[config.mk]
export PLATFORM = sky130hd
export DESIGN_NAME = two_stage_biquad_filter
export DESIGN_NICKNAME = d
export VERILOG_FILES = /design/src/rtl/bqf_pkg.sv /design/src/rtl/bqf_mac.sv /design/src/rtl/two_stage_biquad_filter.sv
export SDC_FILE = /design/constraint.sdc
export NUM_CORES = 1
export LEC_CHECK = 0
export ABC_CLOCK_PERIOD_IN_PS = 6700
export BUFFER_PORTS_ARGS = -buffer_cell sky130_fd_sc_hd__buf_2
export CAP_MARGIN = 10
export CORE_ASPECT_RATIO = 1.2
export CORE_MARGIN = 2
export CORE_UTILIZATION = 60
export DETAILED_ROUTE_END_ITERATION = 7
export MAX_ROUTING_LAYER = met4
export PLACE_DENSITY = 0.77
export RECOVER_POWER = 50
export SLEW_MARGIN = 5
export SYNTH_ARGS = -nofsm -noshare
export SYNTH_HDL_FRONTEND = slang
export SYNTH_HIERARCHICAL = 1
export SYNTH_SLANG_ARGS = --single-unit
[constraint.sdc]
create_clock -name clock -period 6.7 [get_ports clock]
set_clock_uncertainty 0.2 [all_clocks]
set_input_delay 0.335 -clock clock [delete_from_list [all_inputs] [get_ports clock]]
set_output_delay 0.335 -clock clock [all_outputs]
set_load 0.05 [all_outputs]
[src/rtl/bqf_pkg.sv]
// bqf_pkg: shared constants for the two-stage biquad filter
// default widths, the multiplier digit size and the register index codes
// no dependencies
package bqf_pkg;

   localparam int SAMPLE_WIDTH_DEF   = 16;
   localparam int COEF_WIDTH_DEF     = 18;
   localparam int COEF_FRAC_BITS_DEF = 14;
   localparam int STATE_WIDTH_DEF    = 24;

   // coefficient bits consumed by the serial multiplier per cycle
   localparam int DIGIT_WIDTH = 4;

   localparam int CSR_INDEX_WIDTH = 3;

   typedef logic [CSR_INDEX_WIDTH-1:0] csr_index_type;

   localparam csr_index_type CSR_FEEDFORWARD_STAGE0 = 3'd0;
   localparam csr_index_type CSR_FEEDBACK_STAGE0    = 3'd1;
   localparam csr_index_type CSR_FEEDFORWARD_STAGE1 = 3'd2;
   localparam csr_index_type CSR_FEEDBACK_STAGE1    = 3'd3;

endpackage

[src/rtl/bqf_mac.sv]
// bqf_mac: digit-serial signed multiplier, coefficient shifted out msb digit first
// product = coef * data, accumulated digit by digit
// depends on bqf_pkg
module bqf_mac #(
   parameter int COEF_WIDTH  = bqf_pkg::COEF_WIDTH_DEF,
   parameter int STATE_WIDTH = bqf_pkg::STATE_WIDTH_DEF
) (
   input  logic                                   clock,
   input  logic                                   reset,
   input  logic                                   start,
   input  logic [COEF_WIDTH-1:0]                  coef,
   input  logic signed [STATE_WIDTH-1:0]          data,
   output logic                                   done,
   output logic signed [STATE_WIDTH +
      ((COEF_WIDTH + bqf_pkg::DIGIT_WIDTH - 1) / bqf_pkg::DIGIT_WIDTH) *
      bqf_pkg::DIGIT_WIDTH - 1:0]                  product
);
   import bqf_pkg::*;

   localparam int NDIG  = (COEF_WIDTH + DIGIT_WIDTH - 1) / DIGIT_WIDTH;
   localparam int CPAD  = NDIG * DIGIT_WIDTH;
   localparam int PW    = STATE_WIDTH + CPAD;
   localparam int CNT_W = $clog2(NDIG + 1);

   logic [CPAD-1:0]                coef_sr_ff, coef_sr_in;
   logic signed [STATE_WIDTH-1:0]  data_ff, data_in;
   logic signed [PW-1:0]           prod_ff, prod_in;
   logic [CNT_W-1:0]               cnt_ff, cnt_in;
   logic                           busy_ff, busy_in;
   logic                           done_ff, done_in;

   logic [DIGIT_WIDTH-1:0]         digit;
   logic signed [DIGIT_WIDTH:0]    sdigit;
   logic signed [STATE_WIDTH+DIGIT_WIDTH:0] partial;

   // the top digit carries the sign, the rest are unsigned
   always_comb begin
      digit   = coef_sr_ff[CPAD-1 -: DIGIT_WIDTH];
      sdigit  = (cnt_ff == CNT_W'(NDIG)) ? {digit[DIGIT_WIDTH-1], digit} : {1'b0, digit};
      partial = sdigit * data_ff;
   end

   always_comb begin
      coef_sr_in = coef_sr_ff;
      data_in    = data_ff;
      prod_in    = prod_ff;
      cnt_in     = cnt_ff;
      busy_in    = busy_ff;
      done_in    = 1'b0;
      if (start) begin
         coef_sr_in = CPAD'($signed(coef));
         data_in    = data;
         prod_in    = '0;
         cnt_in     = CNT_W'(NDIG);
         busy_in    = 1'b1;
      end else if (busy_ff) begin
         prod_in    = (prod_ff <<< DIGIT_WIDTH) + PW'(partial);
         coef_sr_in = coef_sr_ff << DIGIT_WIDTH;
         cnt_in     = cnt_ff - CNT_W'(1);
         if (cnt_ff == CNT_W'(1)) begin
            busy_in = 1'b0;
            done_in = 1'b1;
         end
      end
   end

   always_ff @(posedge clock) begin
      if (reset) begin
         busy_ff <= 1'b0;
         done_ff <= 1'b0;
         cnt_ff  <= '0;
      end else begin
         busy_ff <= busy_in;
         done_ff <= done_in;
         cnt_ff  <= cnt_in;
      end
   end

   always_ff @(posedge clock) begin
      coef_sr_ff <= coef_sr_in;
      data_ff    <= data_in;
      prod_ff    <= prod_in;
   end

   assign done    = done_ff;
   assign product = prod_ff;

endmodule

[src/rtl/two_stage_biquad_filter.sv]
// two_stage_biquad_filter: two cascaded direct-form-II biquad sections
// sequencer, accumulator, delay line and coefficient registers around bqf_mac
// depends on bqf_pkg and bqf_mac
//
//   channel   direction   handshake               payload
//   req_      in          req_valid / req_stall   req_sample_in
//   rsp_      out         rsp_valid / rsp_stall   rsp_sample_out, rsp_saturated
//   csr_      in          csr_wr_en               csr_index, csr_wr_data
//
// the ten products of a transaction share one digit-serial multiplier
// reset clears the delay values and loads pass-through coefficients
// the result waits in the output register while rsp_stall is high, and the next
// transaction is taken as soon as the previous result has moved into it
module two_stage_biquad_filter #(
   parameter int SAMPLE_WIDTH   = bqf_pkg::SAMPLE_WIDTH_DEF,
   parameter int COEF_WIDTH     = bqf_pkg::COEF_WIDTH_DEF,
   parameter int COEF_FRAC_BITS = bqf_pkg::COEF_FRAC_BITS_DEF,
   parameter int STATE_WIDTH    = bqf_pkg::STATE_WIDTH_DEF
) (
   input  logic                              clock,
   input  logic                              reset,
   input  logic                              req_valid,
   output logic                              req_stall,
   input  logic signed [SAMPLE_WIDTH-1:0]    req_sample_in,
   output logic                              rsp_valid,
   input  logic                              rsp_stall,
   output logic signed [SAMPLE_WIDTH-1:0]    rsp_sample_out,
   output logic                              rsp_saturated,
   input  logic                              csr_wr_en,
   input  bqf_pkg::csr_index_type            csr_index,
   input  logic [3*COEF_WIDTH-1:0]           csr_wr_data
);
   import bqf_pkg::*;

   localparam int XW   = (SAMPLE_WIDTH > STATE_WIDTH) ? SAMPLE_WIDTH : STATE_WIDTH;
   localparam int NDIG = (COEF_WIDTH + DIGIT_WIDTH - 1) / DIGIT_WIDTH;
   localparam int CPAD = NDIG * DIGIT_WIDTH;
   localparam int PW   = STATE_WIDTH + CPAD;
   localparam int AW0  = (PW > XW + COEF_FRAC_BITS) ? PW : XW + COEF_FRAC_BITS;
   localparam int AW   = AW0 + 2;

   localparam logic signed [AW-1:0] ROUND_HALF =
      {{(AW-1){1'b0}}, 1'b1} << (COEF_FRAC_BITS - 1);
   localparam logic signed [AW-1:0] STATE_HI =
      {{(AW-STATE_WIDTH+1){1'b0}}, {(STATE_WIDTH-1){1'b1}}};
   localparam logic signed [AW-1:0] STATE_LO = ~STATE_HI;
   localparam logic signed [AW-1:0] SAMPLE_HI =
      {{(AW-SAMPLE_WIDTH+1){1'b0}}, {(SAMPLE_WIDTH-1){1'b1}}};
   localparam logic signed [AW-1:0] SAMPLE_LO = ~SAMPLE_HI;
   localparam logic [3*COEF_WIDTH-1:0] FF_RESET =
      {{(3*COEF_WIDTH-1){1'b0}}, 1'b1} << COEF_FRAC_BITS;

   localparam logic [2:0] ST_IDLE = 3'd0;
   localparam logic [2:0] ST_LOAD = 3'd1;
   localparam logic [2:0] ST_MUL  = 3'd2;
   localparam logic [2:0] ST_ACC  = 3'd3;
   localparam logic [2:0] ST_DONE = 3'd4;

   localparam logic [2:0] TERM_A1 = 3'd0;
   localparam logic [2:0] TERM_A2 = 3'd1;
   localparam logic [2:0] TERM_B0 = 3'd2;
   localparam logic [2:0] TERM_B1 = 3'd3;
   localparam logic [2:0] TERM_B2 = 3'd4;

   logic [2:0]                    state_ff, state_in;
   logic [2:0]                    term_ff, term_in;
   logic                          sec_ff, sec_in;
   logic                          sat_ff, sat_in;
   logic                          rsp_valid_ff, rsp_valid_in;
   logic                          rsp_sat_ff, rsp_sat_in;
   logic signed [SAMPLE_WIDTH-1:0] rsp_sample_ff, rsp_sample_in;
   logic signed [SAMPLE_WIDTH-1:0] res_ff, res_in;
   logic signed [AW-1:0]          acc_ff, acc_in;
   logic signed [STATE_WIDTH-1:0] w0_ff, w0_in;
   logic signed [STATE_WIDTH-1:0] delay_ff [4];
   logic signed [STATE_WIDTH-1:0] delay_in [4];
   logic [3*COEF_WIDTH-1:0]       ff0_ff, ff0_in, ff1_ff, ff1_in;
   logic [2*COEF_WIDTH-1:0]       fb0_ff, fb0_in, fb1_ff, fb1_in;

   logic                          mac_start;
   logic                          mac_done;
   logic [COEF_WIDTH-1:0]         mac_coef;
   logic signed [STATE_WIDTH-1:0] mac_data;
   logic signed [PW-1:0]          mac_product;

   logic [3*COEF_WIDTH-1:0]       ff_sel;
   logic [2*COEF_WIDTH-1:0]       fb_sel;
   logic signed [AW-1:0]          sum_acc;
   logic signed [AW-1:0]          rnd;
   logic                          st_clip_hi, st_clip_lo, sm_clip_hi, sm_clip_lo;
   logic signed [STATE_WIDTH-1:0] st_val;
   logic signed [SAMPLE_WIDTH-1:0] sm_val;

   bqf_mac #(
      .COEF_WIDTH  (COEF_WIDTH),
      .STATE_WIDTH (STATE_WIDTH)
   ) u_mac (
      .clock   (clock),
      .reset   (reset),
      .start   (mac_start),
      .coef    (mac_coef),
      .data    (mac_data),
      .done    (mac_done),
      .product (mac_product)
   );

   // operand selection; delays 0 and 1 always belong to the section at work
   always_comb begin
      ff_sel = sec_ff ? ff1_ff : ff0_ff;
      fb_sel = sec_ff ? fb1_ff : fb0_ff;
      unique case (term_ff)
         TERM_A1: begin
            mac_coef = fb_sel[0 +: COEF_WIDTH];
            mac_data = delay_ff[0];
         end
         TERM_A2: begin
            mac_coef = fb_sel[COEF_WIDTH +: COEF_WIDTH];
            mac_data = delay_ff[1];
         end
         TERM_B0: begin
            mac_coef = ff_sel[0 +: COEF_WIDTH];
            mac_data = w0_ff;
         end
         TERM_B1: begin
            mac_coef = ff_sel[COEF_WIDTH +: COEF_WIDTH];
            mac_data = delay_ff[0];
         end
         TERM_B2: begin
            mac_coef = ff_sel[2*COEF_WIDTH +: COEF_WIDTH];
            mac_data = delay_ff[1];
         end
         default: begin
            mac_coef = '0;
            mac_data = '0;
         end
      endcase
   end

   // round half up, then clamp to the state and sample ranges
   always_comb begin
      sum_acc    = acc_ff + AW'(mac_product);
      rnd        = (sum_acc + ROUND_HALF) >>> COEF_FRAC_BITS;
      st_clip_hi = rnd > STATE_HI;
      st_clip_lo = rnd < STATE_LO;
      sm_clip_hi = rnd > SAMPLE_HI;
      sm_clip_lo = rnd < SAMPLE_LO;
      if (st_clip_hi) begin
         st_val = STATE_HI[STATE_WIDTH-1:0];
      end else if (st_clip_lo) begin
         st_val = STATE_LO[STATE_WIDTH-1:0];
      end else begin
         st_val = rnd[STATE_WIDTH-1:0];
      end
      if (sm_clip_hi) begin
         sm_val = SAMPLE_HI[SAMPLE_WIDTH-1:0];
      end else if (sm_clip_lo) begin
         sm_val = SAMPLE_LO[SAMPLE_WIDTH-1:0];
      end else begin
         sm_val = rnd[SAMPLE_WIDTH-1:0];
      end
   end

   always_comb begin
      state_in      = state_ff;
      term_in       = term_ff;
      sec_in        = sec_ff;
      sat_in        = sat_ff;
      rsp_valid_in  = rsp_valid_ff;
      rsp_sat_in    = rsp_sat_ff;
      rsp_sample_in = rsp_sample_ff;
      res_in        = res_ff;
      acc_in        = acc_ff;
      w0_in         = w0_ff;
      delay_in      = delay_ff;
      ff0_in        = ff0_ff;
      ff1_in        = ff1_ff;
      fb0_in        = fb0_ff;
      fb1_in        = fb1_ff;
      mac_start     = 1'b0;

      if (csr_wr_en) begin
         unique case (csr_index)
            CSR_FEEDFORWARD_STAGE0: ff0_in = csr_wr_data;
            CSR_FEEDBACK_STAGE0:    fb0_in = csr_wr_data[2*COEF_WIDTH-1:0];
            CSR_FEEDFORWARD_STAGE1: ff1_in = csr_wr_data;
            CSR_FEEDBACK_STAGE1:    fb1_in = csr_wr_data[2*COEF_WIDTH-1:0];
            default: ;
         endcase
      end

      if (rsp_valid_ff && !rsp_stall) begin
         rsp_valid_in = 1'b0;
      end

      unique case (state_ff)
         ST_IDLE: begin
            if (req_valid) begin
               acc_in   = AW'(req_sample_in) <<< COEF_FRAC_BITS;
               sec_in   = 1'b0;
               term_in  = TERM_A1;
               sat_in   = 1'b0;
               state_in = ST_LOAD;
            end
         end
         ST_LOAD: begin
            mac_start = 1'b1;
            state_in  = ST_MUL;
         end
         ST_MUL: begin
            if (mac_done) begin
               state_in = ST_ACC;
            end
         end
         ST_ACC: begin
            state_in = ST_LOAD;
            unique case (term_ff)
               TERM_A1, TERM_B0, TERM_B1: begin
                  acc_in  = sum_acc;
                  term_in = term_ff + 3'd1;
               end
               TERM_A2: begin
                  w0_in   = st_val;
                  sat_in  = sat_ff | st_clip_hi | st_clip_lo;
                  acc_in  = '0;
                  term_in = TERM_B0;
               end
               TERM_B2: begin
                  // rotate the delay line so the other section comes to the front
                  delay_in[0] = delay_ff[2];
                  delay_in[1] = delay_ff[3];
                  delay_in[2] = w0_ff;
                  delay_in[3] = delay_ff[0];
                  if (!sec_ff) begin
                     acc_in  = AW'(st_val) <<< COEF_FRAC_BITS;
                     sat_in  = sat_ff | st_clip_hi | st_clip_lo;
                     sec_in  = 1'b1;
                     term_in = TERM_A1;
                  end else begin
                     res_in   = sm_val;
                     sat_in   = sat_ff | sm_clip_hi | sm_clip_lo;
                     state_in = ST_DONE;
                  end
               end
               default: ;
            endcase
         end
         ST_DONE: begin
            if (!rsp_valid_ff || !rsp_stall) begin
               rsp_sample_in = res_ff;
               rsp_sat_in    = sat_ff;
               rsp_valid_in  = 1'b1;
               state_in      = ST_IDLE;
            end
         end
         default: state_in = ST_IDLE;
      endcase
   end

   always_ff @(posedge clock) begin
      if (reset) begin
         state_ff     <= ST_IDLE;
         term_ff      <= TERM_A1;
         sec_ff       <= 1'b0;
         sat_ff       <= 1'b0;
         rsp_valid_ff <= 1'b0;
         delay_ff     <= '{default: '0};
         ff0_ff       <= FF_RESET;
         ff1_ff       <= FF_RESET;
         fb0_ff       <= '0;
         fb1_ff       <= '0;
      end else begin
         state_ff     <= state_in;
         term_ff      <= term_in;
         sec_ff       <= sec_in;
         sat_ff       <= sat_in;
         rsp_valid_ff <= rsp_valid_in;
         delay_ff     <= delay_in;
         ff0_ff       <= ff0_in;
         ff1_ff       <= ff1_in;
         fb0_ff       <= fb0_in;
         fb1_ff       <= fb1_in;
      end
   end

   always_ff @(posedge clock) begin
      acc_ff        <= acc_in;
      w0_ff         <= w0_in;
      res_ff        <= res_in;
      rsp_sample_ff <= rsp_sample_in;
      rsp_sat_ff    <= rsp_sat_in;
   end

   assign req_stall      = (state_ff != ST_IDLE);
   assign rsp_valid      = rsp_valid_ff;
   assign rsp_sample_out = rsp_sample_ff;
   assign rsp_saturated  = rsp_sat_ff;

   a_mac_done_in_mul: assert property (@(posedge clock) disable iff (reset)
      mac_done |-> (state_ff == ST_MUL))
      else $error("multiplier finished outside the multiply state");

   a_accept_starts: assert property (@(posedge clock) disable iff (reset)
      (req_valid && !req_stall) |=> (state_ff == ST_LOAD && term_ff == TERM_A1 && !sec_ff))
      else $error("accepted transaction did not start section 0");

   a_term_range: assert property (@(posedge clock) disable iff (reset)
      (state_ff != ST_IDLE) |-> (term_ff <= TERM_B2))
      else $error("term counter out of range");

   a_done_delivers: assert property (@(posedge clock) disable iff (reset)
      (state_ff == ST_DONE && (!rsp_valid || !rsp_stall)) |=> (rsp_valid && state_ff == ST_IDLE))
      else $error("finished result not moved to the output register");

endmodule
Word-level counts from Yosys, hierarchy flattened
Cells that the tools add are included.
{"block": "classes", "addsub": 5, "n_mul": 1, "order_cmp": 4, "n_eq_ne": 20, "mux": 40, "bitwise": 5, "reduce_logical": 27}
{"op": "46-bit case mux with 3 select lines", "n": 1}
{"op": "46-bit 2-to-1 mux", "n": 2}
{"op": "46-bit case mux with 2 select lines", "n": 1}
{"op": "18-bit case mux with 5 select lines", "n": 1}
{"op": "24-bit case mux with 3 select lines", "n": 1}
{"op": "54-bit 2-to-1 mux", "n": 1}
{"op": "24-bit 2-to-1 mux", "n": 2}
{"op": "46-bit by 15-bit adder with 46-bit output (second input constant)", "n": 1}
{"op": "46-bit by 44-bit adder with 46-bit output", "n": 1}
{"op": "44-bit by 29-bit adder with 44-bit output", "n": 1}
{"op": "20-bit 2-to-1 mux", "n": 2}
{"op": "36-bit 2-to-1 mux", "n": 1}
{"op": "32-bit by 16-bit > comparator with 1-bit output (second input constant)", "n": 1}
{"op": "32-bit by 24-bit > comparator with 1-bit output (second input constant)", "n": 1}
{"op": "32-bit by 16-bit less-than comparator with 1-bit output (second input constant)", "n": 1}
{"op": "32-bit by 24-bit less-than comparator with 1-bit output (second input constant)", "n": 1}
{"op": "5-bit by 24-bit multiplier with 29-bit output", "n": 1}
{"op": "3-bit 2-to-1 mux", "n": 9}
{"op": "3-bit by 2-bit == test with 1-bit output (second input constant)", "n": 6}
{"op": "16-bit 2-to-1 mux", "n": 1}
{"op": "3-bit case mux with 5 select lines", "n": 1}
{"op": "2-bit AND reduction", "n": 7}
{"op": "3-bit by 1-bit == test with 1-bit output (second input constant)", "n": 4}
{"op": "3-bit AND reduction", "n": 4}
{"op": "other kinds (24)", "n": 50}
{"block": "word_totals", "regBits": 481, "output_inout_bits": 19, "word_cells": 127}

Logic depth before layout (Yosys ltp)
Gate-level depths: netlist of the first run.
{"block": "logic_depth", "ltp_word": 8, "ltp_mapped": 23}

Cells and area by module
Netlist of the first run, hierarchy kept.
{"mod": "two_stage_biquad_filter", "n_inst": 1, "cells_per_inst": 2465, "area_per_inst_um2": 20096.8, "seq_area_each_um2": 8798.4}
{"mod": "bqf_mac", "n_inst": 1, "cells_per_inst": 1046, "area_per_inst_um2": 10343.7, "seq_area_each_um2": 2302.2}

Worst setup path after synthesis of the first run
OpenSTA, ideal clock, no wires.
{"block": "synth_timing", "path_kind": "register -> register", "startpoint": "register u_mac.cnt_ff[1]", "endpoint": "register u_mac.prod_ff[39], in the netlist u_mac/product[39]", "setup_ns": 0.070, "arrival_ns": 5.294, "required_time_ns": 6.430, "slack_ns": 1.136, "stages_incl_launch_ff": 22, "path_buffers": 1, "period_less_slack_ns": 5.564, "cell_sequence": "dfxtp_1 -> inv_1 -> ha_1 -> nand3_1 -> inv_1 -> or2_2 -> ha_1 -> inv_1 -> fa_1 -> inv_1 -> fa_1 -> ha_1 -> ha_1 -> clkbuf_1 -> or2_2 -> a21oi_1 -> a21oi_1 -> or2_2 -> o22ai_1 -> o21a_1 -> o21ai_0 -> a21oi_1"}
{"block": "synth_between", "elab_chain_len": 4}
{"item": "start, declared", "line": "bqf_mac.sv:28", "rtl": "logic [CNT_W-1:0] cnt_ff, cnt_in;"}
{"item": "start signal, assigned", "line": "bqf_mac.sv:75", "rtl": "cnt_ff <= cnt_in;"}
{"item": "3-bit == test", "line": "bqf_mac.sv:39", "rtl": "sdigit = (cnt_ff == CNT_W'(NDIG)) ? {digit[DIGIT_WIDTH-1], digit} : {1'b0, digit};"}
{"item": "5-bit 2-to-1 mux", "line": "bqf_mac.sv:39"}
{"item": "5-bit by 24-bit multiplier with 29-bit output", "line": "bqf_mac.sv:40", "rtl": "partial = sdigit * data_ff;"}
{"item": "44-bit by 29-bit adder with 44-bit output", "line": "bqf_mac.sv:57", "rtl": "prod_in = (prod_ff <<< DIGIT_WIDTH) + PW'(partial);"}
{"item": "end signal, assigned", "line": "bqf_mac.sv:82", "rtl": "prod_ff <= prod_in;"}
{"item": "end, declared", "line": "bqf_mac.sv:27", "rtl": "logic signed [PW-1:0] prod_ff, prod_in;"}
No other way between the ends.
A chain may end at the register's enable or synchronous reset.

Worst setup path in the final report of the first run
{"block": "layout_timing", "startpoint": "register u_mac.prod_ff[0], in the netlist u_mac/product[0]", "endpoint": "register acc_ff[17], data pin"}
{"block": "layout_between", "elab_chain_len": 8, "word_cells_on_any_way": 9, "classes_between": "add/sub: 2; order compare: 2; mux: 5"}
{"item": "46-bit by 44-bit adder with 46-bit output *", "line": "two_stage_biquad_filter.sv:141", "rtl": "sum_acc = acc_ff + AW'(mac_product);"}
{"item": "46-bit by 15-bit adder with 46-bit output", "line": "two_stage_biquad_filter.sv:142", "rtl": "rnd = (sum_acc + ROUND_HALF) >>> COEF_FRAC_BITS;"}
{"item": "32-bit by 24-bit less-than comparator with 1-bit output", "line": "two_stage_biquad_filter.sv:144", "rtl": "st_clip_lo = rnd < STATE_LO;"}
{"item": "24-bit 2-to-1 mux", "line": "two_stage_biquad_filter.sv:149", "rtl": "end else if (st_clip_lo) begin"}
{"item": "24-bit 2-to-1 mux", "line": "two_stage_biquad_filter.sv:147", "rtl": "if (st_clip_hi) begin"}
{"item": "46-bit 2-to-1 mux", "line": "two_stage_biquad_filter.sv:233", "rtl": "if (!sec_ff) begin"}
{"item": "46-bit case mux with 3 select lines *", "line": "two_stage_biquad_filter.sv:216", "rtl": "unique case (term_ff)"}
{"item": "46-bit case mux with 2 select lines *", "line": "two_stage_biquad_filter.sv:195", "rtl": "unique case (state_ff)"}
{"item": "named net acc_in[17]", "line": "two_stage_biquad_filter.sv:73", "rtl": "logic signed [AW-1:0] acc_ff, acc_in;"}
{"item": "end signal, assigned", "line": "two_stage_biquad_filter.sv:286", "rtl": "acc_ff <= acc_in;"}
{"item": "end, declared", "line": "two_stage_biquad_filter.sv:73"}
Mark *: on every way through the listed nets, which the timed path passes. The rest lies on a longest branch. The select of a mux whose other input is x is not followed.

==> impl_metrics.tcl, run 1 <==
set metrics [dict create \
    synth_edf_count 147 \
    cts_max_level 2 \
    cts_resized 0 \
    yosysSeqAreaShare 0.365 \
    p_sw_frac 0.451 \
    fin_cells 4266 \
    fin_ws_ns 0.484 \
    netlist_instances 3511 \
    ios 97 \
    hold_depth 0 \
    grt-ovfl-total 0 \
    r2r_cells 17 \
    maxCapViolations 9 \
    clockBufferDepth 3 \
    comb_power_share 0.555 \
    stdcell_area_um2 33700 \
    clkSinkCount 481 \
    postRouteAntennaNets 0 \
    ys_warn_count 6 \
    setup_viol_count_final 0 \
    dp_hpwl_um 66800 \
    totalWireLength_um 93900 \
    rsz0062_at_grt "no" \
    p_per_area_nw_per_um2 428 \
    p_seq_frac 0.246 \
    layout.nets 3941 \
    dp_worst_setup_slack_ns 0.594 \
    worst_pin_slew_ns 5.52 \
    yosys.area.top_type "dfxtp_1" \
    vdd_ir_drop_max_mv 0.276 \
    clk_pin_slew_ns 0.06 \
    ys_async_sr_fraction 0 \
    critPathArrivalTime_ns 6.34 \
    gp_congestion 1.07 \
    yosys_most_used_dff "dfxtp_1" \
    yosysMostFrequentCell "nand2_1" \
    grt_first_pass_wirelength_um 146000 \
    synth_top_cell_area_share 0.220 \
    violations "DRC, capacitance limit, slew limit" \
    dieArea_um2 52600 \
    maxSlewHeadroom -2.68 \
    outcome "finished, violations left" \
    cts_tree "built" \
    placed_area_um2 31400 \
    setup_tns_ns 0 \
    grt_pass1_vias 26500 \
    clk_latency_ns 0.61 \
    p_total_mw 14.4 \
    start_util 0.606 \
    p_switching_mw 6.51 \
    slew_violations 509 \
    drcViolationCount 2 \
    drt-initial-drc-count 2672 \
    area_delta_synth_final_pct 10.8 \
    grt_usage 0.365 \
    synth_common_cells "709 x nand2_1, 415 x a21oi_1, 334 x dfxtp_1, 199 x inv_1, 198 x nor2_1" \
    cts_buffers 50 \
    startpoint_type "flop" \
    required_ns 6.82 \
    finalHoldViolations 0 \
    fin_crit_ns 6.22 \
    synth.ff_latch_count 481 \
    total_leakage_power_nw 13.1 \
    pwr-share-clk 0.199 \
    grt_max_degree 274 \
    synth_nets 3874 \
    synth.distinct_cells 109 \
    port_buffers 96 \
    dpl.cell_count 4097 \
    synth_area_um2 30400 \
    rows 90 \
    hp-class "reg -> reg" \
    fin_hold_ws_ns 0.214 \
    worstSetupPathType "reg -> reg" \
    chipWidth_um 210 \
    routed_via_density 6.26 \
    internal_power_mw 7.93 \
    first_pass_iters 8 \
    antenna_found_initial 2 \
    clock-root-buffer "clkbuf_16" \
    synthTopCellsByArea "dfxtp_1 22%, edfxtp_1 15%, fa_1 9.5%" \
    post-route-util 0.672 \
    achievable-frequency_ghz 0.161 \
    vias 26700 \
    end_kind "flop" \
    avgSynthCellArea_um2 8.67 \
    drive_gt1_frac 0.0923 \
    wl_per_cell_um 22.0 \
    cp_max_fo 13 \
    die_y_um 251 \
    coreArea_um2 50200 \
    finalCritPeriodShare 0.928 \
]
==> flip-flops by register name (all words and copies together), names as in the netlist, 3 cells and up <==
register / count
u_mac/data_ff: 24
u_mac/cnt_ff: 3
state_ff: 3
w0_ff: 24
ff1_ff: 54
u_mac/product: 44
res_ff: 16
delay_ff: 96
fb1_ff: 36
u_mac/coef_sr_ff: 20
ff0_ff: 54
acc_ff: 46
fb0_ff: 36
rsp_sample_out: 16
term_ff: 3
==> layout make-up <==
| type | instances | area, µm² |
|---|---|---|
| Clock inverter | 23 | 270 |
| Inverter | 199 | 747 |
| Tap cell | 644 | 806 |
| Fill cell | 3991 | 16500 |
| Multi-Input combinational cell | 2616 | 17800 |
| Timing Repair Buffer | 230 | 1610 |
| Antenna cell | 2 | 5.00 |
| Clock buffer | 71 | 1430 |
| Sequential cell | 481 | 11100 |
==> layer usage <==
layer	up-vias	global-route usage	routed length, µm
met5	-	-	0
met1	12900	0.424	35600
met2	1164	0.621	46300
li1	12400	-	-
met4	0	0.189	5500
met3	274	0.0485	6480
==> final timing paths <==
path | startpoint | end | slack [ns]
max | u_mac/product[0] | acc_ff[17] | 0.48
min | res_ff[8] | rsp_sample_out[8] | 0.21
max reg2reg | u_mac/product[0] | acc_ff[17] | 0.48
min reg2reg | res_ff[8] | rsp_sample_out[8] | 0.21
==> power groups by stage <==
stage                     Sequential [mW]  Combinational, mW  Clock [mW]
after global routing                 3.57               8.87        3.00
after CTS                            3.54               7.91        2.90
after detailed placement             3.60               7.78           0
final                                3.55               8.02        2.87
after global placement               3.59               7.67           0
after floorplan                      3.49               5.81           0
==> cell usage in the layout, fill, tap and decap left out, types with 42 or more instances in the layout <==
cell | synthesis | final
fa_1 | 144 | 144
nand3_1 | 42 | 42
buf_2 | 14 | 76
inv_1 | 199 | 198
nand2_1 | 709 | 708
and2_1 | 111 | 110
clkbuf_16 | 0 | 52
dfxtp_1 | 334 | 332
a22oi_1 | 45 | 45
buf_4 | 4 | 52
o21ai_0 | 127 | 127
ha_1 | 141 | 140
nor3_1 | 44 | 43
dlygate4sd3_1 | 0 | 73
nor2_1 | 198 | 195
edfxtp_1 | 147 | 147
a21oi_1 | 415 | 415
xnor2_1 | 48 | 48
mux2_2 | 49 | 49
==> kinds of logic (layout without fill, tap and decap cells) <==
kind of cell               Yosys count  count (layout)  share of synthesized area
AOI/OAI and AO/OA                  894             894                      0.189
xor gates and xnor gates            82              82                     0.0241
adders and majority gates          285             285                      0.153
buffers and inverters              414             523                     0.0536
DFF                                481             481                      0.365
muxes                               69              69                     0.0247
other                                0               2                          0
and+or+nand+nor                   1286            1286                      0.192
==> critical path: stages (launching register included) <==
cell,delay (ns)
dfxtp_1,0.37
ha_1,0.22
inv_1,0.07
fa_1,0.38
nor2b_1,0.29
o2111ai_1,0.28
a2111oi_4,0.54
and4b_4,0.28
a211oi_4,0.38
nand2_2,0.08
or3_1,0.49
or4b_4,0.58
a2111oi_4,0.30
o211ai_2,0.15
o31ai_4,0.61
nor2_2,0.25
a221oi_1,0.31
o21ai_0,0.14
==> timing repair <==
action	CTS	global route
hold buffers	73	0
hold endpoints to repair	222	0
setup buffers	0	0
(Power assumes the default switching activity.)
==> run 2: changes to the inputs <==
==> constraint.sdc (replaced) <==
create_clock -name clock -period 6.7 [get_ports clock]
set_clock_uncertainty 0.2 [all_clocks]
set_input_delay 0.67 -clock clock [delete_from_list [all_inputs] [get_ports clock]]
set_output_delay 0.67 -clock clock [all_outputs]
set_load 0.05 [all_outputs]
==> run 2 against run 1 <==
The run ends with capacitance limit, slew limit left. Power is 0.31% lower. Largest cell class unchanged. Worst setup slack better by 0.0031 ns. Largest power group unchanged. Critical path depth is 3 higher.
==> impl_metrics.tcl, run 2 (synthesis gave the netlist of run 1 again) <==
set metrics [dict create \
    drt-initial-drc-count 2483 \
    achievable-frequency_ghz 0.161 \
    postRouteAntennaNets 0 \
    maxSlewHeadroom -2.76 \
    clockBufferDepth 3 \
    critPathArrivalTime_ns 6.41 \
    setup_viol_count_final 0 \
    fin_cells 4199 \
    cts_buffers 50 \
    end_kind "flop" \
    totalWireLength_um 92300 \
    setup_tns_ns 0 \
    post_cts_buffers 0 \
    regMostFlops "delay_ff" \
    cts_resized 0 \
    maxCapViolations 11 \
    worst_pin_slew_ns 5.64 \
    chipWidth_um 210 \
    postCtsHoldBufs 0 \
    grt_pass1_vias 25900 \
    vdd_ir_drop_max_mv 0.280 \
    slowest_stage "or4_1" \
    dp_hpwl_um 66800 \
    fin_hold_ws_ns 0.103 \
    dieArea_um2 52600 \
    multi_input_area_um2 17800 \
    hp-class "in -> reg" \
    coreArea_um2 50200 \
    slew_violations 601 \
    stdcell_area_um2 33000 \
    grt-ovfl-total 0 \
    reg.largest.list "delay_ff: 96 flops, ff0_ff: 54 flops, ff1_ff: 54 flops" \
    grt_max_degree 274 \
    worstSetupPathType "reg -> reg" \
    seqCellArea_um2 11100 \
    outcome "finished, violations left" \
    crit_buf_inv 3 \
    rows 90 \
    crit_chain "ha_1 > inv_1 > fa_1 > nor2b_1 > o2111a_1 > o21ai_0 > o21ai_0 > o211ai_1 > inv_1 > ha_1 > nand4b_1 > or4_1 > or2_1 > nor3_1 > xor2_1 > or3_1 > nor4_2 > a31oi_1 > buf_4 > o21ai_0" \
    die_y_um 251 \
    start_util 0.606 \
    antenna_found_initial 7 \
    total_leakage_power_nw 12.8 \
    ios 97 \
    clkSinkCount 481 \
    placed_area_um2 31400 \
    p_total_mw 14.4 \
    cts_max_level 2 \
    largest_reg_flops 96 \
    violations "capacitance limit, slew limit" \
    grt_first_pass_wirelength_um 144000 \
    port_buffers 96 \
    clk_pin_slew_ns 0.06 \
    finalCritPeriodShare 0.927 \
    drive_gt1_frac 0.0933 \
    wl_per_cell_um 22.0 \
    crit_top_cell "o21ai_0" \
    first_pass_iters 8 \
    cts_tree "built" \
    n_fill_cell 4107 \
    gp_congestion 1.07 \
    finalHoldViolations 0 \
    layout_common_cells "708 x nand2_1, 415 x a21oi_1, 332 x dfxtp_1" \
    required_ns 6.90 \
    dpl.cell_count 4097 \
    clk_latency_ns 0.61 \
    grt_usage 0.360 \
    drcViolationCount 0 \
    rsz0062_at_grt "no" \
    cp_max_fo 15 \
    mostFrequentLayoutCell "nand2_1" \
    p_per_area_nw_per_um2 436 \
    slowest_delay_ns 0.72 \
    layout.nets 3868 \
    routed_via_density 6.24 \
    area_delta_synth_final_pct 8.43 \
    cp_top_family "simple AND/OR/NAND/NOR gates" \
    vias 26200 \
    fin_crit_ns 6.21 \
    clock-root-buffer "clkbuf_16" \
    startpoint_type "flop" \
]
==> run 2: cell types whose count changed in the layout (fill, tap and decap cells not counted), sizes merged <==
cell,previous run,this run
dlygate4sd3,73,0
diode,2,8
buf,128,126
clkbuf,100,102
==> run 2: layer usage <==
metal  global-route usage  vias to the layer above  wire length [µm]
met5                    -                        -                 0
met4                0.164                        0              4450
met1                0.422                    12800             35700
li1                     -                    12200                 -
met3               0.0457                      212              6000
met2                0.618                     1016             46100
==> run 2: power by group <==
group | switching, mW | internal (mW)
clock network | 1.24 | 1.63
logic | 5.03 | 2.96
registers | 0.232 | 3.32
==> run 2: final timing paths <==
kind,startpoint,to,slack (ns),cells past startpoint
setup / recovery,u_mac/product[0],res_ff[5],0.49,20
hold / removal,csr_wr_data[52],ff1_ff[52],0.10,3
setup reg to reg,u_mac/product[0],res_ff[5],0.49,20
hold reg to reg,res_ff[8],rsp_sample_out[8],0.21,0
==> run 2: layout make-up <==
class,instances,area share
Timing Repair Buffer,157,0.0265
Sequential cell,481,0.336
Clock buffer,71,0.0434
Antenna cell,8,0.000606
Tap cell,644,0.0244
Clock inverter,23,0.00819
Inverter,199,0.0226
Multi-Input combinational cell,2616,0.538
==> run 2: stage by stage <==
stage                     setup WS, ns  utilization
after floorplan                   1.14            -
after global placement           0.739        0.625
after detailed placement         0.594        0.625
after CTS                        0.549        0.659
after global routing             0.138        0.657
final                            0.487        0.657
==> run 2: worst register-to-register path: cells and delay by family, from the launching register on <==
kind                     cells  cell delay (ns)
XOR/XNOR                     1             0.19
adder cells (fa/ha/maj)      3             0.79
flip-flops                   1             0.37
buffers and inverters        3             0.37
AO/OA/AOI/OAI                6             1.33
AND/OR/NAND/NOR              7             2.76
